<file path="config.mk">
export PLATFORM = sky130hd
export DESIGN_NAME = brba_cell
export DESIGN_NICKNAME = d
export VERILOG_FILES = /design/src/hdl/brba_pkg.sv /design/src/hdl/brba_cell.sv
export SDC_FILE = /design/constraint.sdc
export NUM_CORES = 1
export LEC_CHECK = 0
export ABC_AREA = 1
export BUFFER_PORTS_ARGS = -buffer_cell sky130_fd_sc_hd__buf_2
export CAP_MARGIN = 20
export CORE_MARGIN = 8
export CORE_UTILIZATION = 38
export CTS_CLUSTER_DIAMETER = 120
export DETAILED_ROUTE_END_ITERATION = 7
export PLACE_DENSITY_LB_ADDON = 0.15
export SYNTH_ARGS = -nofsm -noshare
export SYNTH_HDL_FRONTEND = slang
export SYNTH_SLANG_ARGS = --single-unit
</file>
<file path="constraint.sdc">
create_clock -name clk -period 7.7 [get_ports clk]
set_clock_uncertainty 0.15 [all_clocks]
set_input_delay 0.77 -clock clk [delete_from_list [all_inputs] [get_ports clk]]
set_output_delay 0.77 -clock clk [all_outputs]
set_load 0.01 [all_outputs]
</file>
<file path="src/hdl/brba_pkg.sv">
`timescale 1ns / 1ps

package brba_pkg;

  // Table geometry and address format
  localparam int REGION_SLOTS = 64;
  localparam int PAGE_BYTES   = 4096;
  localparam int PAGE_LOG2    = $clog2(PAGE_BYTES);
  localparam int ADDR_W       = 32;
  localparam int ALIGN_W      = 5;
  localparam int TOP_W        = 21;
  localparam int CFG_IDX_W    = 1;

  localparam logic [ADDR_W-1:0] PAGE_MASK    = ADDR_W'(PAGE_BYTES - 1);
  localparam logic [TOP_W-1:0]  TOP_PAGE_MAX = {TOP_W{1'b1}};

  // Action codes
  localparam logic ACT_ADD   = 1'b0;
  localparam logic ACT_ALLOC = 1'b1;

  // Configuration register indexes
  localparam logic [CFG_IDX_W-1:0] CFG_KERNEL_START = CFG_IDX_W'(0);
  localparam logic [CFG_IDX_W-1:0] CFG_KERNEL_END   = CFG_IDX_W'(1);

  typedef enum logic [1:0] {
    STATUS_OK      = 2'd0,
    STATUS_NO_SLOT = 2'd1,
    STATUS_NO_FIT  = 2'd2
  } status_t;

  // Request word that walks the row of slot cells.
  // For an add, piece a is always the next piece to place; piece b waits behind it.
  typedef struct packed {
    logic              vld;
    logic              alloc;
    logic [1:0]        pend;
    logic [ADDR_W-1:0] a_start;
    logic [ADDR_W-1:0] a_end;
    logic [ADDR_W-1:0] b_start;
    logic [ADDR_W-1:0] b_end;
    logic [ADDR_W-1:0] len;
    logic [ALIGN_W-1:0] lg;
    logic              granted;
    logic [ADDR_W-1:0] addr;
  } pkt_t;

endpackage

</file>
<file path="src/hdl/brba_cell.sv">
`timescale 1ns / 1ps

module brba_cell import brba_pkg::*; (
  input  logic clk,
  input  logic rst_n,
  input  pkt_t pkt_i,
  output pkt_t pkt_o
);

  logic [ADDR_W-1:0] start_r, start_nxt;
  logic [ADDR_W-1:0] end_r, end_nxt;
  pkt_t              pkt_r, pkt_nxt;

  logic [ADDR_W-1:0] amask;
  logic [ADDR_W:0]   first;
  logic [ADDR_W-1:0] last;
  logic [ADDR_W-1:0] span;
  logic              fit;

  // Aligned window of this slot for an allocation
  always_comb begin
    amask = ~({ADDR_W{1'b1}} << pkt_i.lg);
    first = ({1'b0, start_r} + {1'b0, amask}) & {1'b1, ~amask};
    last  = end_r & ~amask;
    span  = last - first[ADDR_W-1:0];
    fit   = (first < {1'b0, last}) && (span >= pkt_i.len);
  end

  // Serve the word if it is meant for this slot, then pass it on
  always_comb begin
    start_nxt = start_r;
    end_nxt   = end_r;
    pkt_nxt   = pkt_i;
    if (pkt_i.vld) begin
      if (pkt_i.alloc == ACT_ADD) begin
        if (start_r == '0 && pkt_i.pend[0]) begin
          start_nxt       = pkt_i.a_start;
          end_nxt         = pkt_i.a_end;
          pkt_nxt.a_start = pkt_i.b_start;
          pkt_nxt.a_end   = pkt_i.b_end;
          pkt_nxt.pend    = {1'b0, pkt_i.pend[1]};
        end
      end else if (!pkt_i.granted && fit) begin
        start_nxt       = first[ADDR_W-1:0] + pkt_i.len;
        pkt_nxt.addr    = first[ADDR_W-1:0];
        pkt_nxt.granted = 1'b1;
      end
    end
  end

  always_ff @(posedge clk) begin
    if (!rst_n) begin
      start_r <= '0;
      end_r   <= '0;
      pkt_r   <= '0;
    end else begin
      start_r <= start_nxt;
      end_r   <= end_nxt;
      pkt_r   <= pkt_nxt;
    end
  end

  assign pkt_o = pkt_r;

endmodule

</file>
### Word level (Yosys, flattened, before mapping)

Cells that the tools add are included.

| word-level totals | value |
|---|---|
| bits in registers | 266 |
| input bits | 204 |
| output and inout bits | 202 |
| logic and storage cells | 42 |

| cells by class | value |
|---|---|
| add/subtract/negate cells | 3 |
| order comparisons | 2 |
| equality and inequality tests | 1 |
| shifts and indexed selects | 1 |
| multiplexer cells | 9 |
| bitwise operators | 5 |
| reductions and logical operators | 8 |

Operators by type and width:

| operator | number |
|---|---|
| $mux 66 | 3 |
| $mux 33 | 3 |
| $mux 32 | 3 |
| $not 32->32 | 2 |
| $add 32x32->33 | 1 |
| $and 33x33->33 | 1 |
| $lt 33x32->1 | 1 |
| $add 32x32->32 | 1 |
| $and 32x32->32 | 1 |
| $ge 32x32->1 | 1 |
| $logic_not 32->1 | 1 |
| $shl 32x5->32 const A | 1 |
| $sub 32x32->32 | 1 |
| $reduce_and 3->1 | 2 |
| $logic_and 1x1->1 | 3 |
| $ne 2x1->1 const B | 1 |
| $reduce_bool 2->1 | 1 |
| $logic_not 1->1 | 1 |
| $not 1->1 | 1 |

### Logic depth before layout (Yosys ltp)

Gate-level depths: netlist of the first run.

| logic depth | value |
|---|---|
| word-level depth | 11 |
| depth in mapped cells | 47 |
| gate-level depth less buffers | 45 |

### Worst setup path before layout of the first run

No wires, ideal clock.

| timing path | value |
|---|---|
| path type | input port to flip-flop |
| start | input pkt_i[36] (netlist bit) |
| end | register start_r[10] |
| library setup time | 0.115 ns |
| arrival time | 6.452 ns |
| data required time | 7.435 ns |
| path slack | 0.983 ns |
| stages on the path | 42 |
| buffers on the path | 3 |
| path through | buf_2 -> nor2_2 -> inv_1 -> nor2_1 -> inv_1 -> nor2_1 -> inv_1 -> ha_1 -> nand2_1 -> nor2_1 -> nand3_1 -> nand2_1 -> nand2_1 -> nand2_1 -> a21boi_1 -> o21ai_1 -> nand2_1 -> nand2_1 -> [... 6 more ...] -> inv_1 -> a21oi_1 -> inv_1 -> a21oi_1 -> o21ai_0 -> a21oi_1 -> xor2_1 -> ha_1 -> nand2_1 -> nor4_1 -> nor4b_1 -> nand4_1 -> nand3_1 -> nand4_4 -> buf_6 -> buf_6 -> a21oi_1 -> nor2_1 |

| between the ends | value |
|---|---|
| longest elaborated chain between the ends | 10 |
| elaborated cells between the ends (all ways) | 16 |
| classes of those cells | 3 x add/sub; 2 x order compare; 1 x eq/ne; 1 x shift; 2 x mux; 4 x bitwise; 3 x reduce/logical |

RTL lines:

| item | RTL line | RTL |
|---|---|---|
| start: declaration | brba_cell.sv:6 | `input pkt_t pkt_i,` |
| $shl 32x5->32 * | brba_cell.sv:22 | `amask = ~({ADDR_W{1'b1}} << pkt_i.lg);` |
| $not 32->32 * | brba_cell.sv:22 |  |
| $add 32x32->33 or $not 32->32 (tied branches) | brba_cell.sv:23, brba_cell.sv:24 |  |
| $and 33x33->33 or $and 32x32->32 (tied branches) | brba_cell.sv:23, brba_cell.sv:24 |  |
| $sub 32x32->32 | brba_cell.sv:25 | `span = last - first[ADDR_W-1:0];` |
| $ge 32x32->1 | brba_cell.sv:26 | `fit = (first < {1'b0, last}) && (span >= pkt_i.len);` |
| $logic_and 1x1->1 | brba_cell.sv:26 |  |
| $logic_and 1x1->1 | brba_cell.sv:43 | `end else if (!pkt_i.granted && fit) begin` |
| $ne 2x1->1 (no source line) | n/a |  |
| $reduce_and 3->1 (no source line) | n/a |  |
| end signal: assignment | brba_cell.sv:57 | `start_r <= start_nxt;` |
| end: declaration | brba_cell.sv:10 | `logic [ADDR_W-1:0] start_r, start_nxt;` |

Mark *: on every way between the ends. The rest lies on a longest branch, timed or not. The select of a mux whose other input is x is not followed.
A chain may end at the register's enable or synchronous reset.

### Worst setup path after layout of the first run

| timing path | value |
|---|---|
| start | input pkt_i[37] (netlist bit) |
| end | register start_r[15] |

Same word-level chain as after synthesis.

==> results.md, run 1 <==
* Most common cell after layout, fill and taps aside: nand2_1
* End point of the critical path: start_r[15]
* Post-synth EDFFs at 0
* Crit. Startpoint: pkt_i[37]
* Crit-path slowest cell: nor4_4
* Routed Antenna Nets at 0
* Max Slew Vio Count at 0
* CP peak stage delay at 0.44 ns
* Max-Slew Margin vs Limit at 41.6%
* Final setup vio count at 0
* Crit path required time at 8.03 ns
* Hpwl dp at roughly 57 mm
* Crit path launch type: input pin
* Iter 0 DRT Violations at 1213
* Fmax at 137 MHz
* Max Cap Violations at 0
* Cell Rows at 76
* Post-DR wirelength/cell at 19.1 um
* Dpl ws at -0.538 ns
* RSZ-0062 raised after global routing: no
* Power per Cell Area at ~320 nW/um2
* Setup repair bufs after CTS at 0
* Hold Path Class: in -> reg
* YS warnings at 0
* Worst reg-to-reg setup slack at 1.04 ns
* Port Buf Inserts at 405
* Comb power frac at 52.1%
* Most Frequent Cell on Critical Path: nand2_1
* Switching Share at approximately 44%
* Die area at 50200 um2
* Vias in the first global route at 17.5k
* FF-to-FF path depth at 35
* Worst-margin pin slew at slightly below 0.9 ns
* Mapped Area at 16400 um2
* CTS Buf Count at 31
* Congestion Overflow GR at 0
* CTS Sinks at 266
* Clock network fraction of design power at 22.4%
* P_int at 3.76 mW
* Leakage at 11.8 nW
* R2R Path Start: start_r[0]
* Netlist cell types at 48
* Skew-Pair Late Insertion Delay at 0.59 ns
* Sw power at 2.92 mW
* Final Wtd Congestion at around 1
* H-tree depth at 1
* Most frequent cells in the layout: 499 x nand2_1, 424 x nor2_1, 404 x buf_2
* Synth Instances at 2492
* Final nets at 3319
* Antenna violations before repair at 5
* Largest net degree at the start of global routing at 125
* Synthesized flop and latch total at between 200 and 300
* CP Class: in -> reg
* Worst-case clock buffer depth at 3
* Core Area at roughly 43000 um2
* First-pass GRT wire length at 102 mm
* Final hold violations at 0
* First-pass DRT Iterations at 6
* Cell depth of the worst hold path at 3
* Crit path capture type: flip-flop
* Gr usage total at 26.0%
* Seq pwr share at approximately a quarter
* Maximum vdd drop at 0.000209 V
* Die H at 224 um
* Vias at 17.7k
* CTS tree: yes
* Syn_nets at 2855
* # IOs at around 410
* FF-to-FF End: start_r[15]
* Vias per std cell at 4.95
* Period minus WS final at between 7 and 8 ns
* Avg Cell Area, Syn at roughly 6.6 um2
* HP Start: pkt_i[87]
* Synth-to-Final Area Change at 26.3%
* DRC at 0
* Starting density of the core at 38.3%
* Share of cells above drive strength 1 at 19.9%
* CP arrival at between 7 and 8 ns
* Critical Path Fanout Max at 26
* Root Buffer: clkbuf_16
* Async SR Flop Fraction at 0%
* Status: completed
* Worst Slack Setup Final at 0.396 ns
* Part of the cycle the worst path needs at 94.9%
* Setup tns final at 0 ns
* Sequential area share after synthesis at 32.4%
* Clock-pin slew on the worst setup and hold paths at 0.06 ns
* Synth Flop Type: dfxtp_1
* Die width at between 200 and 250 um
* Routed WL at 68.0 mm
-- synthesized netlist by cell type (8+ instances only) --
master    count  area [um2]
a21o_1       14         105
a21oi_1     171         856
buf_2        15        75.1
clkbuf_1     58         218
dfxtp_1     266        5330
ha_1        156        1950
inv_1       383        1440
nand2_1     499        1870
nand3_1     102         510
nand3b_1      8        60.1
nand4_1      15        93.8
nor2_1      425        1600
nor3_1       25         125
nor4_1       12        75.1
o21a_1        9        67.6
o21ai_0     192         961
o21ai_1      11        55.1
o21bai_1      9        67.6
or2_2        18         113
xnor2_1      19         166
xor2_1       23         201
-- cell type report --
type,count,area (um2)
Antenna cell,1,2.50
Clock buffer,46,892
Clock inverter,12,139
Fill cell,4532,22100
Inverter,387,1450
Multi-Input combinational cell,1760,9360
Sequential cell,266,5330
Tap cell,585,732
Timing Repair Buffer,510,2860
-- power by group through the flow --
| stage | clock network (mW) | logic, mW | registers [mW] |
|---|---|---|---|
| floorplan | 0 | 2.18 | 1.70 |
| global placement | 0 | 3.40 | 1.72 |
| detailed placement | 0 | 3.43 | 1.73 |
| CTS | 1.53 | 3.45 | 1.70 |
| global route | 1.58 | 3.89 | 1.71 |
| finish | 1.49 | 3.48 | 1.70 |
-- worst min-delay path by stage --
stage	endpoint	slack (ns)
finish	pkt_o[87]	0.22
global route	pkt_o[91]	0.21
CTS	pkt_o[116]	0.19
detailed placement	end_r[28]	0.37
global placement	end_r[29]	0.37
floorplan	end_r[16]	0.28
-- stage by stage --
stage	power, mW	instances	util (%)	hold WS (ns)	cell area [um2]
after floorplan	3.88	2492	-	0.280	16400
after global placement	5.13	3508	45.9	0.366	19700
after detailed placement	5.16	3508	45.9	0.370	19700
after CTS	6.68	3566	48.3	0.191	20700
after global routing	7.18	3566	48.4	0.205	20800
final	6.68	3567	48.4	0.217	20800
-- cell families after synthesis --
family | count (synthesis) | share of synthesized area [%]
AO/OA/AOI/OAI | 441 | 14.5
XOR/XNOR | 42 | 2.24
adder cells (fa/ha/maj) | 159 | 12.2
buffers and inverters | 466 | 10.9
flip-flops | 266 | 32.4
AND/OR/NAND/NOR | 1118 | 27.7
-- critical path: cells and delay by family --
| family | cells | cell delay, ns |
|---|---|---|
| compound gates | 3 | 0.40 |
| xor+xnor | 1 | 0.15 |
| fa+ha+maj | 3 | 1.00 |
| buf+inv | 11 | 1.45 |
| simple gates | 22 | 3.83 |
-- sequential cells by signal (all words and copies together) (netlist names) --
register,count
start_r,32
end_r,32
pkt_o,202
-- layer usage --
layer | global-route usage [%] | wire (um) | vias to the layer above
met5 | 0 | 52 | -
met4 | 6.22 | 1470 | 8
met3 | 5.91 | 5620 | 82
met2 | 42.4 | 30000 | 609
met1 | 34.4 | 30800 | 8121
li1 | - | - | 8837
-- what timing repair did --
| item | in CTS | in global routing |
|---|---|---|
| gates resized for setup | 0 | 6 |
| setup endpoints to repair | 0 | 65 |
| hold buffers | 0 | 0 |
(Power assumes the default switching activity.)
==> run 2, diff against run 1 <==
--- a/config.mk
+++ b/config.mk
@@ -8,6 +8,7 @@
 export ABC_AREA = 1
 export BUFFER_PORTS_ARGS = -buffer_cell sky130_fd_sc_hd__buf_2
 export CAP_MARGIN = 20
+export CORE_ASPECT_RATIO = 1.75
 export CORE_MARGIN = 8
 export CORE_UTILIZATION = 38
 export CTS_CLUSTER_DIAMETER = 120
==> run 2 against run 1 <==
Net effect: worst setup slack improved by 0.11 ns; highest routed layer unchanged; global-route usage is 0.46 points lower; clock power down 9%.
==> results.md, run 2 (synthesis results as in run 1) <==
* Fill count at 4562 (+0.66%)
* Final hold violations at 0 (unchanged)
* Register area at 5330 um2 (unchanged)
* Vias per std cell at 4.91 (-0.77%)
* Synth-to-Final Area Change at 28.0%
* Routed Antenna Nets at 0 (unchanged)
* Starting density of the core at 38.2% (-0.18 points)
* R2R Path Start: start_r[2]
* Vias at 17.7k (-0.023%)
* CP peak stage delay at 0.36 ns (-0.08 ns)
* DRC at 0 (unchanged)
* Max Slew Vio Count at 0 (unchanged)
* Final setup vio count at 0 (unchanged)
* Clock-pin slew on the worst setup and hold paths at 0.06 ns (about the same)
* Hold Path Class: in -> reg
* Share of cells above drive strength 1 at 21.4% (+1.5 points)
* Max-Slew Margin vs Limit at 23.0% (-19 points)
* Crit-path slowest cell: ha_1
* Hold_ws at 0.252 ns (+0.0347 ns)
* RSZ-0062 raised after global routing: no
* Largest net degree at the start of global routing at 171 (+37%)
* Skew-Pair Late Insertion Delay at 0.56 ns (-0.03 ns)
* Die H at 291 um (+30%)
* CP arrival at 7.49 ns (-0.14 ns)
* Crit. Startpoint: pkt_i[37]
* CTS Sinks at 266 (unchanged)
* Worst-margin pin slew at 1.14 ns (+0.268 ns)
* Leakage at 12.0 nW (+1.8%)
* Dpl ws at -0.789 ns (-0.252 ns)
* Critical Path Fanout Max at 13 (-50%)
* Worst reg-to-reg setup slack at 1.11 ns (+0.07 ns)
* First-pass GRT wire length at 101 mm (-0.81%)
* Vias in the first global route at 18.0k (+3.3%)
* Status: completed
* Die width at 173 um (-23%)
* Port Buf Inserts at 405 (unchanged)
* CP Class: in -> reg
* Post-DR wirelength/cell at 18.7 um (-1.9%)
* # IOs at 406 (unchanged)
* Design area at 21100 um2 (+1.4%)
* Part of the cycle the worst path needs at 93.4% (-1.5 points)
* Cell Rows at 101 (+33%)
* Crit path required time at 8.00 ns (-0.03 ns)
* Fmax at 139 MHz (+1.6%)
* Worst-case clock buffer depth at 3 (unchanged)
* Crit path capture type: flip-flop
* Final nets at 3371 (+1.6%)
* Iter 0 DRT Violations at 867 (-29%)
* # diodes at 0 (-1)
* Max reg flops at 202 (unchanged)
* Period minus WS final at 7.19 ns (-0.112 ns)
* Routed WL at 67.2 mm (-1.1%)
* Crit path launch type: input pin
* Most common cell after layout, fill and taps aside: nand2_1
* Max Cap Violations at 0 (unchanged)
* Root Buffer: clkbuf_16
* CTS Buf Count at 27 (-13%)
* Hpwl dp at 56.5 mm (-0.66%)
* Core Area at 43100 um2 (+0.48%)
* First-pass DRT Iterations at 5 (-1)
* Area occupied by multi-input gates at 9370 um2 (+0.15%)
* Most frequent cells in the layout: 498 x nand2_1, 424 x nor2_1, 404 x buf_2
* Power per Cell Area at 317 nW/um2 (-1.4%)
* Antenna violations before repair at 2 (-3)
* Die area at 50400 um2 (+0.52%)
* Gr usage total at 25.5% (-0.46 points)
* Maximum vdd drop at 0.000212 V (+1.3%)
* Congestion Overflow GR at 0 (unchanged)
* HP Start: pkt_i[79]
* Final Util at 48.8% (+0.44 points)
* CTS tree: yes
* Tot Pwr at 6.68 mW (about the same)
* Final Wtd Congestion at 0.955 (-4.1%)
* Worst Slack Setup Final at 0.508 ns (+0.112 ns)
* H-tree depth at 1 (unchanged)
* Hold buffers post-CTS at 0 (unchanged)
* Post-DP Area at 20100 um2 (+2.0%)
==> run 2: worst paths after layout <==
check                   end  cells after the start
hold / removal    pkt_o[79]                      3
setup reg to reg  pkt_o[26]                     35
hold reg to reg   end_r[29]                      2
setup / recovery  pkt_o[26]                     43
==> run 2: layout make-up <==
cell class	instances	share of cell area, %
multi-input cells	1760	44.5
flip-flops and latches	266	25.3
repair buffers	566	15.6
inverters	387	6.90
clock buffers	38	3.69
well taps	566	3.36
clock inverters	11	0.588
==> run 2: what timing repair did <==
| action | 4_1_cts | 5_1_grt |
|---|---|---|
| pin swaps | 0 | 2 |
| endpoints found under the hold margin | 0 | 0 |
| gates resized for setup | 1 | 9 |
| gates cloned | 0 | 0 |
| setup buffers | 0 | 1 |
| setup endpoints to repair | 64 | 65 |
==> run 2: report_power, final <==
part           switching, mW  internal, mW
clock                  0.577         0.774
sequential             0.112          1.56
combinational           2.22          1.44
==> run 2: metrics by stage <==
stage	std cells	setup TNS, ns
global placement	3544	-28.58
finish	3594	0
CTS	3593	0
global route	3594	0
floorplan	2492	0
detailed placement	3544	-45.50
==> run 2: critical path, delay by kind of cell <==
| family | cells | cell delay (ns) |
|---|---|---|
| simple gates | 22 | 3.22 |
| buf+inv | 13 | 1.72 |
| fa+ha+maj | 3 | 0.97 |
| compound gates | 4 | 0.67 |
| xor+xnor | 1 | 0.15 |
==> run 2: layer usage <==
| metal | global-route usage [%] | up-vias | part of all wire [%] |
|---|---|---|---|
| li1 | - | 8921 | - |
| met1 | 27.5 | 8088 | 39 |
| met2 | 47.2 | 522 | 50 |
| met3 | 5.16 | 118 | 6.1 |
| met4 | 11.2 | 4 | 4.5 |
| met5 | 0 | - | 0.033 |
